**config.mk**
```make
export PLATFORM = sky130hd
export DESIGN_NAME = mise_front
export DESIGN_NICKNAME = d
export VERILOG_FILES = /design/src/mise_pkg.sv /design/src/mise_front.sv
export SDC_FILE = /design/constraint.sdc
export NUM_CORES = 1
export LEC_CHECK = 0
export BUFFER_PORTS_ARGS = -buffer_cell sky130_fd_sc_hd__clkbuf_2
export CORE_AREA = 5 5 61 63
export DETAILED_ROUTE_END_ITERATION = 10
export DIE_AREA = 0 0 66 68
export PLACE_DENSITY = 0.78
export SLEW_MARGIN = 0
export SYNTH_ARGS = -nofsm -noshare
export SYNTH_HDL_FRONTEND = slang
export SYNTH_SLANG_ARGS = --single-unit
```
**constraint.sdc**
```tcl
create_clock -name vclk -period 1.2
set_input_delay 0 -clock vclk [all_inputs]
set_output_delay 0 -clock vclk [all_outputs]
set_load 0.005 [all_outputs]
```
**src/mise_pkg.sv**
```systemverilog
`timescale 1ns / 1ps
`default_nettype none
// ----------------------------------------------------------------------------
// mise_pkg
// Shared types, instruction classes and constants of the integer executor.
// ----------------------------------------------------------------------------
package mise_pkg;

  localparam logic [31:0] ALL_ONES   = 32'hFFFF_FFFF;
  localparam logic [31:0] SP_RESET   = 32'h0100_0000;
  localparam logic [31:0] JUMP_MASK  = 32'hF000_0000;
  localparam logic [4:0]  REG_SP     = 5'd29;
  localparam logic [4:0]  REG_RA     = 5'd31;

  localparam int QDEPTH = 4;
  localparam int QAW    = 2;

  // Major opcodes.
  localparam logic [5:0] OP_RTYPE = 6'h00;
  localparam logic [5:0] OP_J     = 6'h02;
  localparam logic [5:0] OP_JAL   = 6'h03;
  localparam logic [5:0] OP_BEQ   = 6'h04;
  localparam logic [5:0] OP_BNE   = 6'h05;
  localparam logic [5:0] OP_ADDI  = 6'h08;
  localparam logic [5:0] OP_ADDIU = 6'h09;
  localparam logic [5:0] OP_SLTI  = 6'h0A;
  localparam logic [5:0] OP_SLTIU = 6'h0B;
  localparam logic [5:0] OP_ANDI  = 6'h0C;
  localparam logic [5:0] OP_ORI   = 6'h0D;
  localparam logic [5:0] OP_LUI   = 6'h0F;
  localparam logic [5:0] OP_LW    = 6'h23;
  localparam logic [5:0] OP_SW    = 6'h2B;

  // Function codes of the register format.
  localparam logic [5:0] FN_SLL  = 6'h00;
  localparam logic [5:0] FN_SRL  = 6'h02;
  localparam logic [5:0] FN_JR   = 6'h08;
  localparam logic [5:0] FN_ADD  = 6'h20;
  localparam logic [5:0] FN_ADDU = 6'h21;
  localparam logic [5:0] FN_SUB  = 6'h22;
  localparam logic [5:0] FN_SUBU = 6'h23;
  localparam logic [5:0] FN_AND  = 6'h24;
  localparam logic [5:0] FN_OR   = 6'h25;
  localparam logic [5:0] FN_NOR  = 6'h27;
  localparam logic [5:0] FN_SLT  = 6'h2A;
  localparam logic [5:0] FN_SLTU = 6'h2B;

  // Execution classes.
  localparam logic [4:0] C_ILL   = 5'd0;
  localparam logic [4:0] C_ADD   = 5'd1;
  localparam logic [4:0] C_SUB   = 5'd2;
  localparam logic [4:0] C_AND   = 5'd3;
  localparam logic [4:0] C_OR    = 5'd4;
  localparam logic [4:0] C_NOR   = 5'd5;
  localparam logic [4:0] C_SLT   = 5'd6;
  localparam logic [4:0] C_SLTU  = 5'd7;
  localparam logic [4:0] C_SLL   = 5'd8;
  localparam logic [4:0] C_SRL   = 5'd9;
  localparam logic [4:0] C_JR    = 5'd10;
  localparam logic [4:0] C_ADDI  = 5'd11;
  localparam logic [4:0] C_ANDI  = 5'd12;
  localparam logic [4:0] C_ORI   = 5'd13;
  localparam logic [4:0] C_SLTI  = 5'd14;
  localparam logic [4:0] C_SLTIU = 5'd15;
  localparam logic [4:0] C_LUI   = 5'd16;
  localparam logic [4:0] C_LW    = 5'd17;
  localparam logic [4:0] C_SW    = 5'd18;
  localparam logic [4:0] C_BEQ   = 5'd19;
  localparam logic [4:0] C_BNE   = 5'd20;
  localparam logic [4:0] C_J     = 5'd21;
  localparam logic [4:0] C_JAL   = 5'd22;

  typedef struct packed {
    logic [4:0]  cls;
    logic [4:0]  rs;
    logic [4:0]  rt;
    logic [4:0]  dst;
    logic [4:0]  sh;
    logic [15:0] imm;
    logic [25:0] tgt;
    logic        wr;
  } dec_t;

  typedef struct packed {
    logic [31:0] next_pc;
    logic        reg_write;
    logic [4:0]  write_index;
    logic [31:0] write_value;
    logic        store_done;
    logic        halted;
    logic        illegal;
  } res_t;

  function automatic logic [31:0] gpr_reset(input logic [4:0] idx);
    logic [31:0] v;
    v = '0;
    if (idx == REG_SP) v = SP_RESET;
    if (idx == REG_RA) v = ALL_ONES;
    return v;
  endfunction

endpackage
`default_nettype wire

```
**src/mise_front.sv**
```systemverilog
`timescale 1ns / 1ps
`default_nettype none
// ----------------------------------------------------------------------------
// mise_front
// Accepts instruction beats and classifies them into decoded queue entries.
// ----------------------------------------------------------------------------
module mise_front import mise_pkg::*; (
  input  wire logic        in_valid,
  input  wire logic [31:0] in_instr_word,
  input  wire logic        busy,
  input  wire logic        q_full,
  output logic             in_stall,
  output logic             push,
  output dec_t             push_dec
);

  logic [5:0] op;
  logic [5:0] fn;

  assign op       = in_instr_word[31:26];
  assign fn       = in_instr_word[5:0];
  assign in_stall = busy || q_full;
  assign push     = in_valid && !in_stall;

  always_comb begin
    logic [4:0] cls;
    logic       wr;
    logic [4:0] dst;
    cls = C_ILL;
    wr  = 1'b0;
    dst = in_instr_word[20:16];
    if (op == OP_RTYPE) begin
      dst = in_instr_word[15:11];
      wr  = 1'b1;
      case (fn)
        FN_ADD, FN_ADDU: cls = C_ADD;
        FN_SUB, FN_SUBU: cls = C_SUB;
        FN_AND:          cls = C_AND;
        FN_OR:           cls = C_OR;
        FN_NOR:          cls = C_NOR;
        FN_SLT:          cls = C_SLT;
        FN_SLTU:         cls = C_SLTU;
        FN_SLL:          cls = C_SLL;
        FN_SRL:          cls = C_SRL;
        FN_JR: begin
          cls = C_JR;
          wr  = 1'b0;
        end
        default: begin
          cls = C_ILL;
          wr  = 1'b0;
        end
      endcase
    end else begin
      wr = 1'b1;
      case (op)
        OP_ADDI, OP_ADDIU: cls = C_ADDI;
        OP_ANDI:           cls = C_ANDI;
        OP_ORI:            cls = C_ORI;
        OP_SLTI:           cls = C_SLTI;
        OP_SLTIU:          cls = C_SLTIU;
        OP_LUI:            cls = C_LUI;
        OP_LW:             cls = C_LW;
        OP_SW: begin
          cls = C_SW;
          wr  = 1'b0;
        end
        OP_BEQ: begin
          cls = C_BEQ;
          wr  = 1'b0;
        end
        OP_BNE: begin
          cls = C_BNE;
          wr  = 1'b0;
        end
        OP_J: begin
          cls = C_J;
          wr  = 1'b0;
        end
        OP_JAL: begin
          cls = C_JAL;
          dst = REG_RA;
        end
        default: begin
          cls = C_ILL;
          wr  = 1'b0;
        end
      endcase
    end
    push_dec.cls = cls;
    push_dec.rs  = in_instr_word[25:21];
    push_dec.rt  = in_instr_word[20:16];
    push_dec.dst = dst;
    push_dec.sh  = in_instr_word[10:6];
    push_dec.imm = in_instr_word[15:0];
    push_dec.tgt = in_instr_word[25:0];
    push_dec.wr  = wr && (dst != 5'd0);
  end

endmodule
`default_nettype wire

```
# After elaboration in Yosys (flattened, before gate mapping)
# Cells that the tools add are included.
op_classes:
  n_eq_ne: 24
  mux: 8
  reduce_logical: 12
ops:
  columns: ["cell", "n"]
  rows:
  - ["equality test 6 bit (second input constant)", 11]
  - ["case mux 5 bit (12 select lines)", 1]
  - ["equality test 6 x 4 -> 1 bit (second input constant)", 8]
  - ["case mux 4 bit (10 select lines)", 1]
  - ["equality test 6 x 2 -> 1 bit (second input constant)", 3]
  - ["two-way mux 5 bit", 3]
  - ["equality test 6 x 3 -> 1 bit (second input constant)", 2]
  - ["zero test 6 bit", 2]
  - ["OR reduction 11 bit", 1]
  - ["OR reduction 9 bit", 1]
  - ["OR reduction 2 bit", 3]
  - ["nonzero test 5 bit", 1]
  - ["two-way mux 1 bit", 3]
  - ["logical AND 1 bit", 2]
  - ["zero test 1 bit", 1]
  - ["logical OR 1 bit", 1]
totals:
  regBits: 0
  inputBits: 35
  out_inout_bits: 70
  word_cells: 44

# Depth between registers and ports, before layout
depth:
  word_depth: 5
  mapped_depth: 5
  mapped_depth_nobuf: 4

# Least setup slack after synthesis
# No wires, ideal clock.
synth_path:
  path_type: "input to output"
  startpoint: "input in_instr_word[31]"
  endpoint: "output push_dec[0] (netlist bit)"
  arrival_time_ns: 1.299
  required_ns: 1.200
  path_slack_ns: -0.099
  cell_stages: 5
  path_buffers: 1
  path_cell_list: "buf_6 or3_4 or3_4 a222oi_1 a32oi_1"
synth_lines:
  columns: ["item", "line", "source"]
  rows:
  - ["from (decl)", "mise_front.sv:9", "input wire logic [31:0] in_instr_word,"]
  - ["to (decl)", "mise_front.sv:14", "output dec_t push_dec"]

==> metrics.txt <==
final setup violation count=9; row cnt=21; first-pass GRT wire length=4310 um; Worst VDD drop=0.133 mV; Port Buf Inserts=70; antenna cells=0; ANT nets after route=0; Simple-Gate Fraction of Synth Area=20.4%; Total Wirelength=2800 um; commonest non-fill, non-tap cell in the layout=clkbuf_2; Cell Int Power=187 uW; FF+latch area=0 sq um; Clk pwr share=0%; mux contribution to synthesized area=0%; Synth Area in XOR/XNOR=2.68%; post-synthesis net count=180; area grow syn2layout=22.3%; Worst Path Max Fanout=2; final core utilization=37.7%; period utilization=118%; largest family of logic cells by synthesized area=buffers and inverters; DIE WIDTH=66 um; Detailed Route Iter0 Violations=18; minimum clock period=1.42 ns; Setup TNS=-0.702 ns; Synth Area in Compound Gates=27.1%; DR WL/cell=12.8 um; worst min-delay path category=input pin to output port; largest net degree at the start of global routing=13; setup ws final=-0.216 ns; sw frac=50.4%; distinct cell type count of the synthesized netlist=37; Critical path origin=in_instr_word[28]; number of clock-tree buffers in the layout=0; Hold Startpoint=in_instr_word[21]; vias post-DR=1040; Rel. slew slack=67.4%; Leak=0.000603 uW; core box area=3180 sq um; Req. time, crit path=1.20 ns; worst slack at placement=-0.237 ns; final hold vios=0; violated checks=setup timing; fillers=347; Power per Cell Area=316 nW/um^2; # nets final=209; vias per std cell=4.77; NetSw=191 uW; Post-Syn Area=980 sq um; routability cong.=0.819; # DRC=0; most frequent cells in the layout=clkbuf_2 (66), buf_4 (17), nor2_1 (7); Avg Cell Area, Syn=6.76 sq um; DIE AREA=4490 sq um; FF+latch count=0; Synth Instances=145; share of layout cells above drive strength 1=61.0%; Fmax=706 MHz; sequential-to-total area share from yosys stat=0%; YS warnings=0; Max Transition Viols Final=0; starting density of the core=30.8%; CP Capture Type=output port; adder-cell share of the synthesized area=0%; initial antenna violation count=0; Slew @ Worst Pin=0.476 ns; CTS hold repair buffers=0; Worst setup SP type=input pin; RSZ-0062 raised after global routing=true; Reg power frac=0%; total gr overflow=0; Initial DRT Pass Iterations=4; status=finished, violations left; Critical Path AT=1.42 ns; max-cap violations=0; critical path class=input pin to output port; HPWL after DPL=2190 um; IO Pins=105; vias in the first global route=976; Die Y-Extent=68 um; gr usage total=11.4%; Gate power share=100.0%
## power by group through the flow
stage / Combinational [uW] / Sequential (uW) / Clock (uW)
global placement: 338 / 0 / 0
detailed placement: 343 / 0 / 0
CTS: 365 / 0 / 0
finish: 378 / 0 / 0
global route: 417 / 0 / 0
floorplan: 290 / 0 / 0
## cell type report
cell class                      count  area (sq um)  area share [%]
Tap cell                           46          57.6            4.80
Inverter                            6          22.5            1.88
Multi-Input combinational cell     74           578            48.2
Timing Repair Buffer               92           541            45.1
## through the flow
stage | hold WS, ns | instance area [sq um] | total power, uW | instances
2_1_floorplan | 0.0276 | 983 | 290 | 145
6_report | 0.00000346 | 1200 | 378 | 218
5_1_grt | 0.0000124 | 1200 | 417 | 218
3_3_place_gp | 0.0000536 | 1080 | 338 | 217
4_1_cts | 0.0000536 | 1160 | 365 | 218
3_5_place_dp | 0.0000536 | 1080 | 343 | 217
## cell families (layout without fill, tap and decap cells)
logic type | after synthesis | after routing
buf+inv | 71 | 98
compound gates | 36 | 36
simple gates | 35 | 35
xor+xnor | 3 | 3
## Yosys cell counts (2+ instances only)
cell type  count  area share [%]
a21oi_1        6             3.1
a2bb2oi_1      2             1.8
a32o_1         3             3.1
buf_4         57              44
clkbuf_1       7             2.7
inv_1          6             2.3
nand2_1        5             1.9
nand3b_1       2             1.5
nor2_1         7             2.7
nor2b_1        4             2.6
nor3_1         4             2.0
nor3b_1        2             1.5
o211ai_1       3             2.3
o21a_1         4             3.1
o21ai_0        4             2.0
o22ai_1        2             1.3
o2bb2ai_1      2             1.8
o31ai_1        2             1.5
or2_2          2             1.3
or3_1          2             1.3
or3_4          2             2.3
xor2_1         2             1.8
## worst paths after layout
check / to / slack (ns) / depth (start not counted)
worst max-delay path: push_dec[0] / -0.22 / 6
worst min-delay path: push_dec[58] / 0.000003 / 0
## timing repair
item,in CTS,in global routing
endpoints found under the hold margin,0,0
endpoints found under the setup margin,10,10
pin swaps,6,3
gates resized for setup,12,11
buffers inserted,1,0
## critical path, cell delays in order
cell and delay (ns):
clkbuf_2 0.09, or3_4 0.38, or3_4 0.39, a222oi_1 0.28, a32oi_1 0.14, clkbuf_2 0.13
## layer usage
layer,GRT usage (%),up-vias,share of wire [%]
met1,13.3,453,40
met3,1.31,11,11
met2,22.3,64,47
met4,2.28,0,2.9
met5,0,-,0
li1,-,512,-
Note: power is estimated with default switching activity, not from simulation.
