[src/mise_pkg.sv]
`timescale 1ns / 1ps
`default_nettype none
// ----------------------------------------------------------------------------
// mise_pkg
// Shared types, instruction classes and constants of the integer executor.
// ----------------------------------------------------------------------------
package mise_pkg;

  localparam logic [31:0] ALL_ONES   = 32'hFFFF_FFFF;
  localparam logic [31:0] SP_RESET   = 32'h0100_0000;
  localparam logic [31:0] JUMP_MASK  = 32'hF000_0000;
  localparam logic [4:0]  REG_SP     = 5'd29;
  localparam logic [4:0]  REG_RA     = 5'd31;

  localparam int QDEPTH = 4;
  localparam int QAW    = 2;

  // Major opcodes.
  localparam logic [5:0] OP_RTYPE = 6'h00;
  localparam logic [5:0] OP_J     = 6'h02;
  localparam logic [5:0] OP_JAL   = 6'h03;
  localparam logic [5:0] OP_BEQ   = 6'h04;
  localparam logic [5:0] OP_BNE   = 6'h05;
  localparam logic [5:0] OP_ADDI  = 6'h08;
  localparam logic [5:0] OP_ADDIU = 6'h09;
  localparam logic [5:0] OP_SLTI  = 6'h0A;
  localparam logic [5:0] OP_SLTIU = 6'h0B;
  localparam logic [5:0] OP_ANDI  = 6'h0C;
  localparam logic [5:0] OP_ORI   = 6'h0D;
  localparam logic [5:0] OP_LUI   = 6'h0F;
  localparam logic [5:0] OP_LW    = 6'h23;
  localparam logic [5:0] OP_SW    = 6'h2B;

  // Function codes of the register format.
  localparam logic [5:0] FN_SLL  = 6'h00;
  localparam logic [5:0] FN_SRL  = 6'h02;
  localparam logic [5:0] FN_JR   = 6'h08;
  localparam logic [5:0] FN_ADD  = 6'h20;
  localparam logic [5:0] FN_ADDU = 6'h21;
  localparam logic [5:0] FN_SUB  = 6'h22;
  localparam logic [5:0] FN_SUBU = 6'h23;
  localparam logic [5:0] FN_AND  = 6'h24;
  localparam logic [5:0] FN_OR   = 6'h25;
  localparam logic [5:0] FN_NOR  = 6'h27;
  localparam logic [5:0] FN_SLT  = 6'h2A;
  localparam logic [5:0] FN_SLTU = 6'h2B;

  // Execution classes.
  localparam logic [4:0] C_ILL   = 5'd0;
  localparam logic [4:0] C_ADD   = 5'd1;
  localparam logic [4:0] C_SUB   = 5'd2;
  localparam logic [4:0] C_AND   = 5'd3;
  localparam logic [4:0] C_OR    = 5'd4;
  localparam logic [4:0] C_NOR   = 5'd5;
  localparam logic [4:0] C_SLT   = 5'd6;
  localparam logic [4:0] C_SLTU  = 5'd7;
  localparam logic [4:0] C_SLL   = 5'd8;
  localparam logic [4:0] C_SRL   = 5'd9;
  localparam logic [4:0] C_JR    = 5'd10;
  localparam logic [4:0] C_ADDI  = 5'd11;
  localparam logic [4:0] C_ANDI  = 5'd12;
  localparam logic [4:0] C_ORI   = 5'd13;
  localparam logic [4:0] C_SLTI  = 5'd14;
  localparam logic [4:0] C_SLTIU = 5'd15;
  localparam logic [4:0] C_LUI   = 5'd16;
  localparam logic [4:0] C_LW    = 5'd17;
  localparam logic [4:0] C_SW    = 5'd18;
  localparam logic [4:0] C_BEQ   = 5'd19;
  localparam logic [4:0] C_BNE   = 5'd20;
  localparam logic [4:0] C_J     = 5'd21;
  localparam logic [4:0] C_JAL   = 5'd22;

  typedef struct packed {
    logic [4:0]  cls;
    logic [4:0]  rs;
    logic [4:0]  rt;
    logic [4:0]  dst;
    logic [4:0]  sh;
    logic [15:0] imm;
    logic [25:0] tgt;
    logic        wr;
  } dec_t;

  typedef struct packed {
    logic [31:0] next_pc;
    logic        reg_write;
    logic [4:0]  write_index;
    logic [31:0] write_value;
    logic        store_done;
    logic        halted;
    logic        illegal;
  } res_t;

  function automatic logic [31:0] gpr_reset(input logic [4:0] idx);
    logic [31:0] v;
    v = '0;
    if (idx == REG_SP) v = SP_RESET;
    if (idx == REG_RA) v = ALL_ONES;
    return v;
  endfunction

endpackage
`default_nettype wire

[src/mise_queue.sv]
`timescale 1ns / 1ps
`default_nettype none
// ----------------------------------------------------------------------------
// mise_queue
// Short queue of decoded instructions between the front and the back.
// ----------------------------------------------------------------------------
module mise_queue import mise_pkg::*; (
  input  wire logic clk,
  input  wire logic rst_n,
  input  wire logic push,
  input  dec_t      push_dec,
  input  wire logic pop,
  output logic      full,
  output logic      empty,
  output dec_t      head
);

  dec_t           slot_r [QDEPTH];
  logic [QAW-1:0] wp_r;
  logic [QAW-1:0] rp_r;
  logic [QAW:0]   cnt_r;
  logic [QAW:0]   cnt_nxt;

  assign full  = (cnt_r == (QAW+1)'(QDEPTH));
  assign empty = (cnt_r == '0);
  assign head  = slot_r[rp_r];

  always_comb begin
    cnt_nxt = cnt_r;
    if (push && !pop) cnt_nxt = cnt_r + 1'b1;
    if (pop && !push) cnt_nxt = cnt_r - 1'b1;
  end

  always_ff @(posedge clk) begin
    if (!rst_n) begin
      wp_r  <= '0;
      rp_r  <= '0;
      cnt_r <= '0;
    end else begin
      cnt_r <= cnt_nxt;
      if (push) wp_r <= wp_r + 1'b1;
      if (pop)  rp_r <= rp_r + 1'b1;
    end
  end

  always_ff @(posedge clk) begin
    if (push) slot_r[wp_r] <= push_dec;
  end

endmodule
`default_nettype wire

[config.mk]
export PLATFORM = sky130hd
export DESIGN_NAME = mise_queue
export DESIGN_NICKNAME = d
export VERILOG_FILES = /design/src/mise_pkg.sv /design/src/mise_queue.sv
export SDC_FILE = /design/constraint.sdc
export NUM_CORES = 1
export LEC_CHECK = 0
export BUFFER_PORTS_ARGS = -buffer_cell sky130_fd_sc_hd__buf_2
export CELL_PAD_IN_SITES_DETAIL_PLACEMENT = 0
export CELL_PAD_IN_SITES_GLOBAL_PLACEMENT = 1
export CORE_MARGIN = 10
export CORE_UTILIZATION = 45
export DETAILED_ROUTE_END_ITERATION = 16
export PLACE_DENSITY = 0.84
export SYNTH_ARGS = -nofsm -noshare
export SYNTH_HDL_FRONTEND = slang
export SYNTH_SLANG_ARGS = --single-unit
[constraint.sdc]
create_clock -name clk -period 2.6 [get_ports clk]
set_input_delay 0.52 -clock clk [delete_from_list [all_inputs] [get_ports clk]]
set_output_delay 0.52 -clock clk [all_outputs]
set_load 0.01 [all_outputs]
Word-level counts from Yosys, hierarchy flattened. Memory sizes are Yosys's and may differ from the RTL's. A register that Yosys moved wholly into a read port is not among the register bits. Cells that the tools add are included.

Register bits after elaboration: 7. RAM bits: 272. Output and inout port bits: 70. Word-level logic and storage cells: 21. Memories: 1.

Memory list: slot_r (depth 4, width 68, read ports 1, clocked after Yosys merged registers in 1, wr ports 1, line mise_queue.sv:18) `dec_t slot_r [QDEPTH];`.

Add/sub/neg operators: 4. Equal/unequal tests: 1. Multiplexer cells: 6. Reduce and logical (&&, ||, !) cells: 6.

Operators with widths (count): $mux W3 (2); $add A2 B1 Y2 const B (2); $mux W2 (2); $add A3 B1 Y3 const B (1); $eq A3 B3 Y1 const B (1); $logic_not A3 Y1 (1); $sub A3 B1 Y3 const B (1); $logic_and A1 B1 Y1 (2); $logic_not A1 Y1 (2); $mux W1 (2); $reduce_bool A2 Y1 (1).

Longest topological paths before layout. Gate-level depths: netlist of run 1.

Word-level depth: 4. Mapped depth: 7.

Worst setup path before layout of run 1. OpenSTA, ideal clock, no wires.

Kind: register -> register. From: register wp_r[0]. To: memory slot_r[0][0] in the netlist's numbering (enable). Library setup time: 0.433 ns. Data arrival time: 2.136 ns. Data required time: 2.167 ns. Setup slack: 0.031 ns. Stages on the path, launching flop included: 4. Period minus slack after synthesis: 2.569 ns. Cell sequence: dfxtp_1 > inv_1 > ha_1 > and2_1.

RTL lines: start, declared (line mise_queue.sv:19) `logic [QAW-1:0] wp_r;`; start signal, assigned (line mise_queue.sv:41) `if (push) wp_r <= wp_r + 1'b1;`; end, declared (line mise_queue.sv:18).

Straight into the memory's write port.

==> results by group, run 1 <==
GRT
  • Grt ovf: 0
  • Initial antenna violation count: 3
  • First-pass GRT wire length: 30,680 um
  • Vias in the first global route: 5,287
  • Largest net degree at the start of global routing: 41
  • GRT Util Overall: 0.1368

Floorplan
  • Die ar.: 0.02931 sq mm
  • Die height: 171.2 um
  • Core Box Area: 0.02257 sq mm
  • Die Wd: 171.2 um
  • Ports: 142
  • Starting Density: 0.4557
  • Rows: 55

Clock network
  • Sink Count: 281
  • CTS clock-pin slew for the worst setup and hold paths: 0.06 ns
  • Post-cts hold buffer count: 0
  • H-tree lvl count: 1
  • Postcts setup bufs: 2
  • CTS tree: built
  • Cts bufs inserted: 28
  • Cts repair resizes: 0
  • Root buffer cell: clkbuf_16
  • Clock Latency Late Sink: 0.53 ns
  • Clock Tree Buf Depth: 3

Drt
  • Met3 Wirelength: 1436 um
  • DR iter-0 viols: 277
  • Avg WL per Cell: 22.57 um
  • DRT Pass-1 Iters: 4
  • DR WL met2: 10,060 um
  • Drt total wl: 19,970 um
  • DRC: 0
  • Antenna Nets Post-Route: 0
  • Vias per cell: 5.295
  • WL met1: 8156 um
  • Via Count: 4,686
  • Top Layer Used: met4

STA
  • Final Hold Fails: 0
  • Setup TNS: 0 ns
  • Final min period: 2.463 ns
  • Clock Skews: 0.005820 ns
  • F_max: 406.0 MHz
  • Worst-Margin Slew: 0.5108 ns
  • Final hold slack: 0.2049 ns
  • Setup repair after global routing missed its margin: no
  • Slew Viols, Final: 0
  • # setup viols final: 0
  • Fin crit share: 0.9473
  • Rel. slew slack: 0.6595

Yosys
  • Register area share after synthesis: 0.8116
  • Yosys cell types: 22
  • Syn avg cell area: 25.59 sq um
  • Synth warnings: 0
  • Cell taking the most area after synthesis: edfxtp_1
  • Mapped Area: 0.01029 sq mm
  • Top-area cell type share of the netlist area: 0.7941
  • Post-Syn Instances: 402
  • Net Count, Synth: 480
  • Top cells by area, synth: edfxtp_1 79%, mux4_2 15%, dfxtp_1 1.8%
  • Number of synthesized register bits: 281

Pwr
  • Switching power share of the total: 0.2117
  • Power per cell area: 825.4 mW/mm^2
  • Worst vdd ir: 0.0005094 V
  • Int Pwr: 8.083 mW
  • Seq pwr share: 0.514
  • Comb power frac: 0.095
  • Leak: 4.210 nW
  • Switch Pwr: 2.170 mW
  • Clock power frac: 0.390

Min path
  • Hold Crit Class: in2reg

Setup path
  • WS Path Type: reg2out
  • CP Data Arrival Time: 1.94 ns
  • Setup crit end kind: primary output
  • CP Data Required Time: 2.08 ns
  • Critical Path Start Type: flip-flop
  • Maximum fanout along the worst path: 28

Job
  • Max cap viols: 0

Placed design
  • Routability cong.: 0.6915
  • Post-DP HPWL: 13,140 um
  • PortBufs: 141

Final layout
  • Share of layout cells above drive strength 1: 0.4556
  • Area grow syn2layout: 20.76%
  • # fillers: 1,698
  • Final core area utilization: 0.5503
  • # nets final: 653

Run status
  • Status: completed
[synth_stat cells]
cell	number
a21boi_0	1
and2_1	10
and3_1	1
buf_12	3
buf_2	4
buf_4	4
buf_6	1
clkbuf_1	4
dfxtp_1	9
edfxtp_1	272
fa_1	1
ha_1	5
inv_1	6
mux2i_1	1
mux4_2	68
nand2_1	2
nor2b_1	1
nor3_1	1
o21ai_0	2
or3_1	1
xnor2_1	2
xor2_1	3
[area by class of cell]
cell class                 count  area (sq um)  share of cell area
sequential                   281          8356              0.6726
multi-input combinational     99          1789              0.1440
timing repair buffer         159         953.4             0.07675
clock buffer                  31         733.2             0.05903
tap                          285         356.6             0.02871
clock inverter                21         203.9             0.01642
inverter                       6         22.52            0.001813
antenna                        3         7.507           0.0006044
[worst paths after layout]
check	start	to	slack (ns)	cells after the start
setup / recovery	flip-flop	head[31]	0.14	3
hold / removal	push_dec[2]	slot_r[2][2]	0.20	1
setup reg to reg	wp_r[0]	slot_r[2][19]	0.90	4
hold reg to reg	cnt_r[2]	cnt_r[2]	0.54	2
[logic make-up (layout without fill, tap and decap cells)]
logic type                 Yosys count  count (layout)  synth area share
AOI/OAI and AO/OA                    3               3          0.001703
and+or+nand+nor                     16              16          0.009124
other                                0               3                 0
buffers and inverters               22             217           0.01545
adders and majority gates            6               6          0.008028
muxes                               69              69            0.1499
DFF                                281             281            0.8116
xor gates and xnor gates             5               5          0.004258
[stage by stage]
| step | worst slack, ns | total power [mW] | cell area (sq um) | instances |
|---|---|---|---|---|
| floorplan | 0.03111 | 5.929 | 10290 | 402 |
| global placement | 0.5150 | 6.325 | 11460 | 828 |
| detailed placement | 0.4769 | 6.374 | 11460 | 828 |
| CTS | 0.09284 | 10.38 | 12410 | 882 |
| global route | 0.06280 | 10.64 | 12410 | 882 |
| finish | 0.1370 | 10.25 | 12420 | 885 |
[sequential cells by signal, indices dropped and copies added (netlist names), named ones only]
| name | cells |
|---|---|
| rp_r | 2 |
| slot_r | 272 |
| wp_r | 2 |
| cnt_r | 3 |
[critical path: stages, from the launching register on]
cell and delay [ns]:
dfxtp_4 0.66, buf_4 0.26, mux4_2 0.33, buf_2 0.16
[cells in the final DEF, fill, tap and decap left out, types with 2 or more instances in the layout]
cell	n
dfxtp_4	2
buf_12	9
xnor2_1	2
ha_1	5
clkinv_2	2
o21ai_0	2
edfxtp_1	272
dfxtp_1	7
bufinv_16	4
clkbuf_16	29
buf_4	9
mux4_2	68
and2_4	4
clkinvlp_4	2
inv_1	6
clkinv_1	11
diode_2	3
clkbuf_1	2
and2_1	6
xor2_1	3
nand2_1	2
buf_2	141
[power groups by stage]
stage	registers (mW)	logic (mW)	clock network, mW
4_1_cts	5.28	1.01	4.10
3_5_place_dp	5.38	0.992	0
6_report	5.27	0.977	4.00
5_1_grt	5.29	1.07	4.29
2_1_floorplan	5.34	0.591	0
3_3_place_gp	5.36	0.961	0
[routing by layer]
metal / track usage / vias up
li1: - / 2066
met2: 0.2340 / 145
met4: 0.03440 / 0
met5: 0 / -
met1: 0.1684 / 2445
met3: 0.03828 / 30
No activity file was read; power rests on OpenSTA's default activity.
==> run 2: changes to the inputs <==
--- a/config.mk
+++ b/config.mk
@@ -8,6 +8,7 @@
 export BUFFER_PORTS_ARGS = -buffer_cell sky130_fd_sc_hd__buf_2
 export CELL_PAD_IN_SITES_DETAIL_PLACEMENT = 0
 export CELL_PAD_IN_SITES_GLOBAL_PLACEMENT = 1
+export CORE_ASPECT_RATIO = 0.8
 export CORE_MARGIN = 10
 export CORE_UTILIZATION = 45
 export DETAILED_ROUTE_END_ITERATION = 16
==> results by group, run 2 (same netlist as run 1, synthesis figures left out) <==
Drt
  • Vias per cell: 5.219 (-1.4%)
  • DR iter-0 viols: 262 (-5.4%)
  • DRC: 0 (unchanged)
  • Via Count: 4,697 (+0.23%)
  • Antenna Nets Post-Route: 0 (unchanged)
  • DRT Pass-1 Iters: 4 (unchanged)
  • Avg WL per Cell: 21.68 um (-3.9%)
  • Drt total wl: 19,520 um (-2.3%)

Setup path
  • WS Path Type: reg2out
  • Setup crit end kind: primary output
  • Maximum fanout along the worst path: 16 (-43%)
  • CP Data Required Time: 2.08 ns (about the same)
  • CP Data Arrival Time: 1.99 ns (+0.05 ns)
  • Critical Path Start Type: flip-flop

GRT
  • Grt ovf: 0 (unchanged)
  • Largest net degree at the start of global routing: 40 (-2.4%)
  • Met3 Usage GRT: 0.04044 (+0.002161)
  • First-pass GRT wire length: 30,620 um (-0.22%)
  • Initial antenna violation count: 5 (+2)
  • Vias in the first global route: 5,221 (-1.2%)
  • Most Used Layer, Global Route: met2
  • GRT Util Overall: 0.1327 (-0.004061)
  • Grt met1 use: 0.1736 (+0.005257)
  • Met2 usage: 0.2128 (-0.02125)

Pwr
  • Seq pwr share: 0.509 (-0.005)
  • Int Pwr: 8.177 mW (+1.2%)
  • Leak: 4.197 nW (-0.32%)
  • Comb power frac: 0.095 (about the same)
  • Switching power share of the total: 0.2093 (-0.002399)
  • Worst vdd ir: 0.0004756 V (-6.6%)
  • Switch Pwr: 2.164 mW (-0.28%)
  • Power per cell area: 832.6 mW/mm^2 (+0.87%)
  • Clock power frac: 0.396 (+0.006)

STA
  • Slew Viols, Final: 0 (unchanged)
  • Setup TNS: 0 ns (unchanged)
  • Worst-Margin Slew: 0.3389 ns (-0.1719 ns)
  • PnR worst setup slack: 0.08641 ns (-0.05055 ns)
  • Rel. slew slack: 0.7741 (+0.1146)
  • Fin crit share: 0.9668 (+0.01944)
  • F_max: 397.8 MHz (-2.0%)
  • Final Hold Fails: 0 (unchanged)
  • Final min period: 2.514 ns (+0.05055 ns)
  • # setup viols final: 0 (unchanged)
  • Clock Skews: 0.01119 ns (+0.005369 ns)
  • Setup repair after global routing missed its margin: no
  • Final hold slack: 0.2036 ns (-0.001326 ns)

Final layout
  • # fillers: 1,695 (-0.18%)
  • # nets final: 649 (-0.61%)
  • Area grow syn2layout: 20.75% (about the same)
  • Biggest register: slot_r
  • Most common cell after layout, fill and taps aside: edfxtp_1
  • Max reg flops: 272 (unchanged)
  • Leading registers by flop count: slot_r x272, cnt_r x3
  • Design Area, Final: 0.01242 sq mm (about the same)
  • Most frequent cells in the layout: 272 x edfxtp_1, 141 x buf_2, 68 x mux4_2, 27 x clkbuf_16, 8 x buf_12
  • Share of layout cells above drive strength 1: 0.4527 (-0.002909)

Clock network
  • Root buffer cell: clkbuf_16
  • Post-cts hold buffer count: 0 (unchanged)
  • Clock Tree Buf Depth: 3 (unchanged)
  • Clock Latency Late Sink: 0.53 ns (about the same)
  • Sink Count: 281 (unchanged)
  • Cts bufs inserted: 27 (-3.6%)
  • H-tree lvl count: 1 (unchanged)
  • CTS tree: built
  • CTS clock-pin slew for the worst setup and hold paths: 0.06 ns (about the same)

Run status
  • Status: completed

Floorplan
  • Die height: 155.2 um (-9.3%)
  • Ports: 142 (unchanged)
  • Starting Density: 0.4572 (+0.001444)
  • Rows: 49 (-11%)
  • Die ar.: 0.02934 sq mm (+0.13%)
  • Core Box Area: 0.02250 sq mm (-0.32%)
  • Die Wd: 189.0 um (+10%)

Placed design
  • Post-DP Area: 0.01147 sq mm (about the same)
  • Pre-CTS setup slack: 0.5153 ns (+0.03838 ns)
  • PortBufs: 141 (unchanged)
  • Routability cong.: 0.7245 (+4.8%)
  • Post-DP HPWL: 12,850 um (-2.2%)

Job
  • Max cap viols: 0 (unchanged)

Min path
  • Hold Crit Class: in2reg
==> run 2: cell count changes in the layout (fill, tap and decap cells not counted), sizes merged <==
| cell | delta |
|---|---|
| buf | -3 |
| bufinv | +2 |
| clkbuf | +3 |
| clkinv | -6 |
| clkinvlp | -1 |
| diode | -1 |
==> run 2: final cells by class <==
type                    count  area (sq um)  area share
clock buffers              34         701.9     0.05651
flip-flops and latches    281          8356      0.6727
well taps                 306         382.9     0.03082
clock inverters            16         241.5     0.01944
diodes                      2         5.005   0.0004029
repair buffers            156         922.1     0.07424
inverters                   6         22.52    0.001813
multi-input cells          99          1789      0.1441
==> run 2: final timing paths <==
check / from / to / slack (ns) / depth (start not counted)
worst min-delay path: push_dec[31] / slot_r[1][31] / 0.20 / 1
worst max-delay path: flip-flop / head[31] / 0.09 / 3
worst min register to register: cnt_r[2] / cnt_r[2] / 0.54 / 2
worst max register to register: wp_r[0] / slot_r[2][32] / 1.00 / 4
==> run 2: worst max-delay path, cell delays in order (launching register included) <==
cell	delay [ns]
dfxtp_4	0.50
buf_12	0.22
mux4_2	0.56
buf_2	0.17
==> run 2: stage by stage <==
step | std cells | util | total power, mW
2_1_floorplan | 402 | - | 5.929
3_3_place_gp | 848 | 0.5097 | 6.324
3_5_place_dp | 848 | 0.5097 | 6.369
4_1_cts | 898 | 0.5516 | 10.48
5_1_grt | 899 | 0.5519 | 10.72
6_report | 900 | 0.5520 | 10.34
==> run 2: power by group through the flow <==
stage / clock network (mW) / registers [mW] / logic (mW)
5_1_grt: 4.37 / 5.28 / 1.07
4_1_cts: 4.20 / 5.27 / 1.01
6_report: 4.10 / 5.27 / 0.980
2_1_floorplan: 0 / 5.34 / 0.591
3_5_place_dp: 0 / 5.36 / 1.00
3_3_place_gp: 0 / 5.35 / 0.978
==> run 2: what timing repair did <==
item	4_1_cts	5_1_grt
hold endpoints to repair	0	0
endpoints found under the setup margin	0	11
gates resized for setup	0	1
setup buffers	0	0
==> run 2: per-layer routing <==
metal | part of all wire | routed length, um | up-vias
li1 | - | - | 2047
met1 | 0.42 | 8274 | 2453
met2 | 0.48 | 9316 | 162
met3 | 0.075 | 1469 | 33
met4 | 0.023 | 442 | 2
met5 | 0.00067 | 13 | -
==> run 3: changes to the inputs <==
--- a/config.mk
+++ b/config.mk
@@ -9,10 +9,11 @@
 export CELL_PAD_IN_SITES_DETAIL_PLACEMENT = 0
 export CELL_PAD_IN_SITES_GLOBAL_PLACEMENT = 1
 export CORE_ASPECT_RATIO = 0.8
-export CORE_MARGIN = 10
+export CORE_MARGIN = 3
 export CORE_UTILIZATION = 45
 export DETAILED_ROUTE_END_ITERATION = 16
 export PLACE_DENSITY = 0.84
 export SYNTH_ARGS = -nofsm -noshare
 export SYNTH_HDL_FRONTEND = slang
 export SYNTH_SLANG_ARGS = --single-unit
+export TNS_END_PERCENT = 30
==> results by group, run 3 (same netlist as run 1, synthesis figures left out) <==
Placed design
  • DP Cell Count: 840 (-0.94%)
  • Post-DP HPWL: 11,670 um (-9.2%)
  • PortBufs: 141 (unchanged)
  • Routability cong.: 0.7047 (-2.7%)

Clock network
  • Post-cts hold buffer count: 0 (unchanged)
  • CTS clock-pin slew for the worst setup and hold paths: 0.06 ns (about the same)
  • Clock Latency Late Sink: 0.52 ns (about the same)
  • Cts bufs inserted: 27 (unchanged)
  • H-tree lvl count: 1 (unchanged)
  • Clock Tree Buf Depth: 3 (unchanged)
  • CTS tree: built
  • Root buffer cell: clkbuf_16
  • Sink Count: 281 (unchanged)

Floorplan
  • Rows: 48 (-2.0%)
  • Die height: 141.2 um (-9.0%)
  • Core Box Area: 0.02198 sq mm (-2.3%)
  • Starting Density: 0.4680 (+0.01080)
  • Ports: 142 (unchanged)
  • Die ar.: 0.02472 sq mm (-16%)
  • Die Wd: 175.0 um (-7.4%)

Setup path
  • Worst flop-to-flop path endpoint: slot_r[1][57]
  • Reg2Reg Depth: 3 (-1)
  • CP Data Arrival Time: 1.97 ns (-0.02 ns)
  • Maximum fanout along the worst path: 25 (+9)
  • Setup crit end kind: primary output
  • WS Path Type: reg2out
  • CP Data Required Time: 2.08 ns (about the same)
  • Critical Path Start Type: flip-flop
  • Reg2reg setup slack: 0.86 ns (-0.14 ns)
  • Worst r2r src: wp_r[0]

Final layout
  • Final std cells w/o fill: 890 (-1.1%)
  • Most common cell after layout, fill and taps aside: edfxtp_1
  • # nets final: 649 (unchanged)
  • Biggest register: slot_r
  • Most frequent cells in the layout: 272 x edfxtp_1, 141 x buf_2, 68 x mux4_2, 27 x clkbuf_16
  • Share of layout cells above drive strength 1: 0.4482 (-0.004485)
  • Area grow syn2layout: 19.46%
  • Leading registers by flop count: slot_r x272, cnt_r x3
  • Max reg flops: 272 (unchanged)

GRT
  • Initial antenna violation count: 4 (-1)
  • Grt ovf: 0 (unchanged)
  • GRT Util Overall: 0.1564 (+0.02373)
  • Vias in the first global route: 5,222 (+0.019%)
  • Largest net degree at the start of global routing: 37 (-7.5%)
  • First-pass GRT wire length: 29,900 um (-2.3%)

STA
  • Final Hold Fails: 0 (unchanged)
  • F_max: 401.4 MHz (+0.89%)
  • Fin crit share: 0.9583 (-0.008484)
  • Setup TNS: 0 ns (unchanged)
  • Clock Skews: 0.01560 ns (+0.004408 ns)
  • Setup repair after global routing missed its margin: no
  • # setup viols final: 0 (unchanged)
  • Worst-Margin Slew: 0.5140 ns (+0.1751 ns)
  • Final hold slack: 0.2128 ns (+0.009250 ns)
  • Final min period: 2.492 ns (-0.02206 ns)
  • Slew Viols, Final: 0 (unchanged)
  • Rel. slew slack: 0.6573 (-0.1167)

Pwr
  • Worst vdd ir: 0.0006010 V (+26%)
  • Leak: 4.146 nW (-1.2%)
  • Power per cell area: 800.2 mW/mm^2 (-3.9%)

Drt
  • DRC: 0 (unchanged)
  • Drt total wl: 18,890 um (-3.2%)
  • Vias per cell: 5.279 (+1.1%)
  • Antenna Nets Post-Route: 0 (unchanged)
  • DR WL met2: 9253 um (-0.68%)
  • Via Count: 4,698 (+0.021%)
  • Met3 Wirelength: 1425 um (-3.0%)
  • DRT Pass-1 Iters: 4 (unchanged)
  • Avg WL per Cell: 21.22 um (-2.1%)
  • DR iter-0 viols: 343 (+31%)
  • WL met1: 7698 um (-7.0%)
  • Top Layer Used: met5

Job
  • Max cap viols: 0 (unchanged)

Min path
  • Hold endpoint: slot_r[3][12]
  • Hold Crit Class: in2reg
  • Min-Delay Path Depth: 1 (unchanged)
  • Hold Startpoint: push_dec[12]

Run status
  • Status: completed
run 3: changes by cell type in the layout (fill, tap and decap cells not counted), sizes merged:
cell	before	now
clkinvlp	1	0
diode	2	1
bufinv	6	2
inv	7	6
clkbuf	34	33
clkinv	8	12
run 3: layout make-up:
cell class                 count  area (sq um)
fill                        1646          9693
sequential                   281          8356
multi-input combinational     99          1789
timing repair buffer         156         933.4
clock buffer                  33         698.2
tap                          300         375.4
clock inverter                14         111.4
inverter                       6         22.52
antenna                        1         2.502
run 3: repair_timing:
action,in CTS,in global routing
endpoints found under the setup margin,35,12
cloned,1,0
resized for setup,1,1
endpoints found under the hold margin,0,0
buffers inserted,1,0
run 3: per-layer routing:
metal  vias to the layer above  track usage
li1                       2040            -
met1                      2447       0.2093
met2                       169       0.2557
met3                        36      0.04604
met4                         6      0.04070
met5                         -            0
run 3: stage by stage:
stage | total power, mW | setup slack, ns | area [sq um] | util
6_report | 9.833 | 0.1085 | 12290 | 0.5590
5_1_grt | 10.24 | 0.008096 | 12290 | 0.5590
4_1_cts | 9.957 | 0.02571 | 12290 | 0.5591
3_5_place_dp | 6.344 | 0.4785 | 11430 | 0.5202
3_3_place_gp | 6.301 | 0.4976 | 11430 | 0.5202
2_1_floorplan | 5.929 | 0.03111 | 10290 | -
run 3: where the power goes:
group / internal, mW / total (mW) / switching, mW
clock network: 2.09 / 3.59 / 1.50
logic: 0.466 / 0.976 / 0.510
registers: 5.20 / 5.27 / 0.0735
total: 7.75 / 9.83 / 2.08
run 3: worst max path at each step:
stage / endpoint / slack (ns) / cells after the start
finish: head[42] / 0.11 / 3
global route: head[42] / 0.008 / 3
CTS: head[49] / 0.03 / 3
detailed placement: cnt_r[2] / 0.48 / 8
global placement: head[10] / 0.50 / 3
floorplan: slot_r[0][0] / 0.03 / 3
run 3: critical path, stage by stage, from the launching register on:
cell and delay [ns]:
dfxtp_4 0.45, buf_12 0.25, mux4_2 0.57, buf_2 0.16
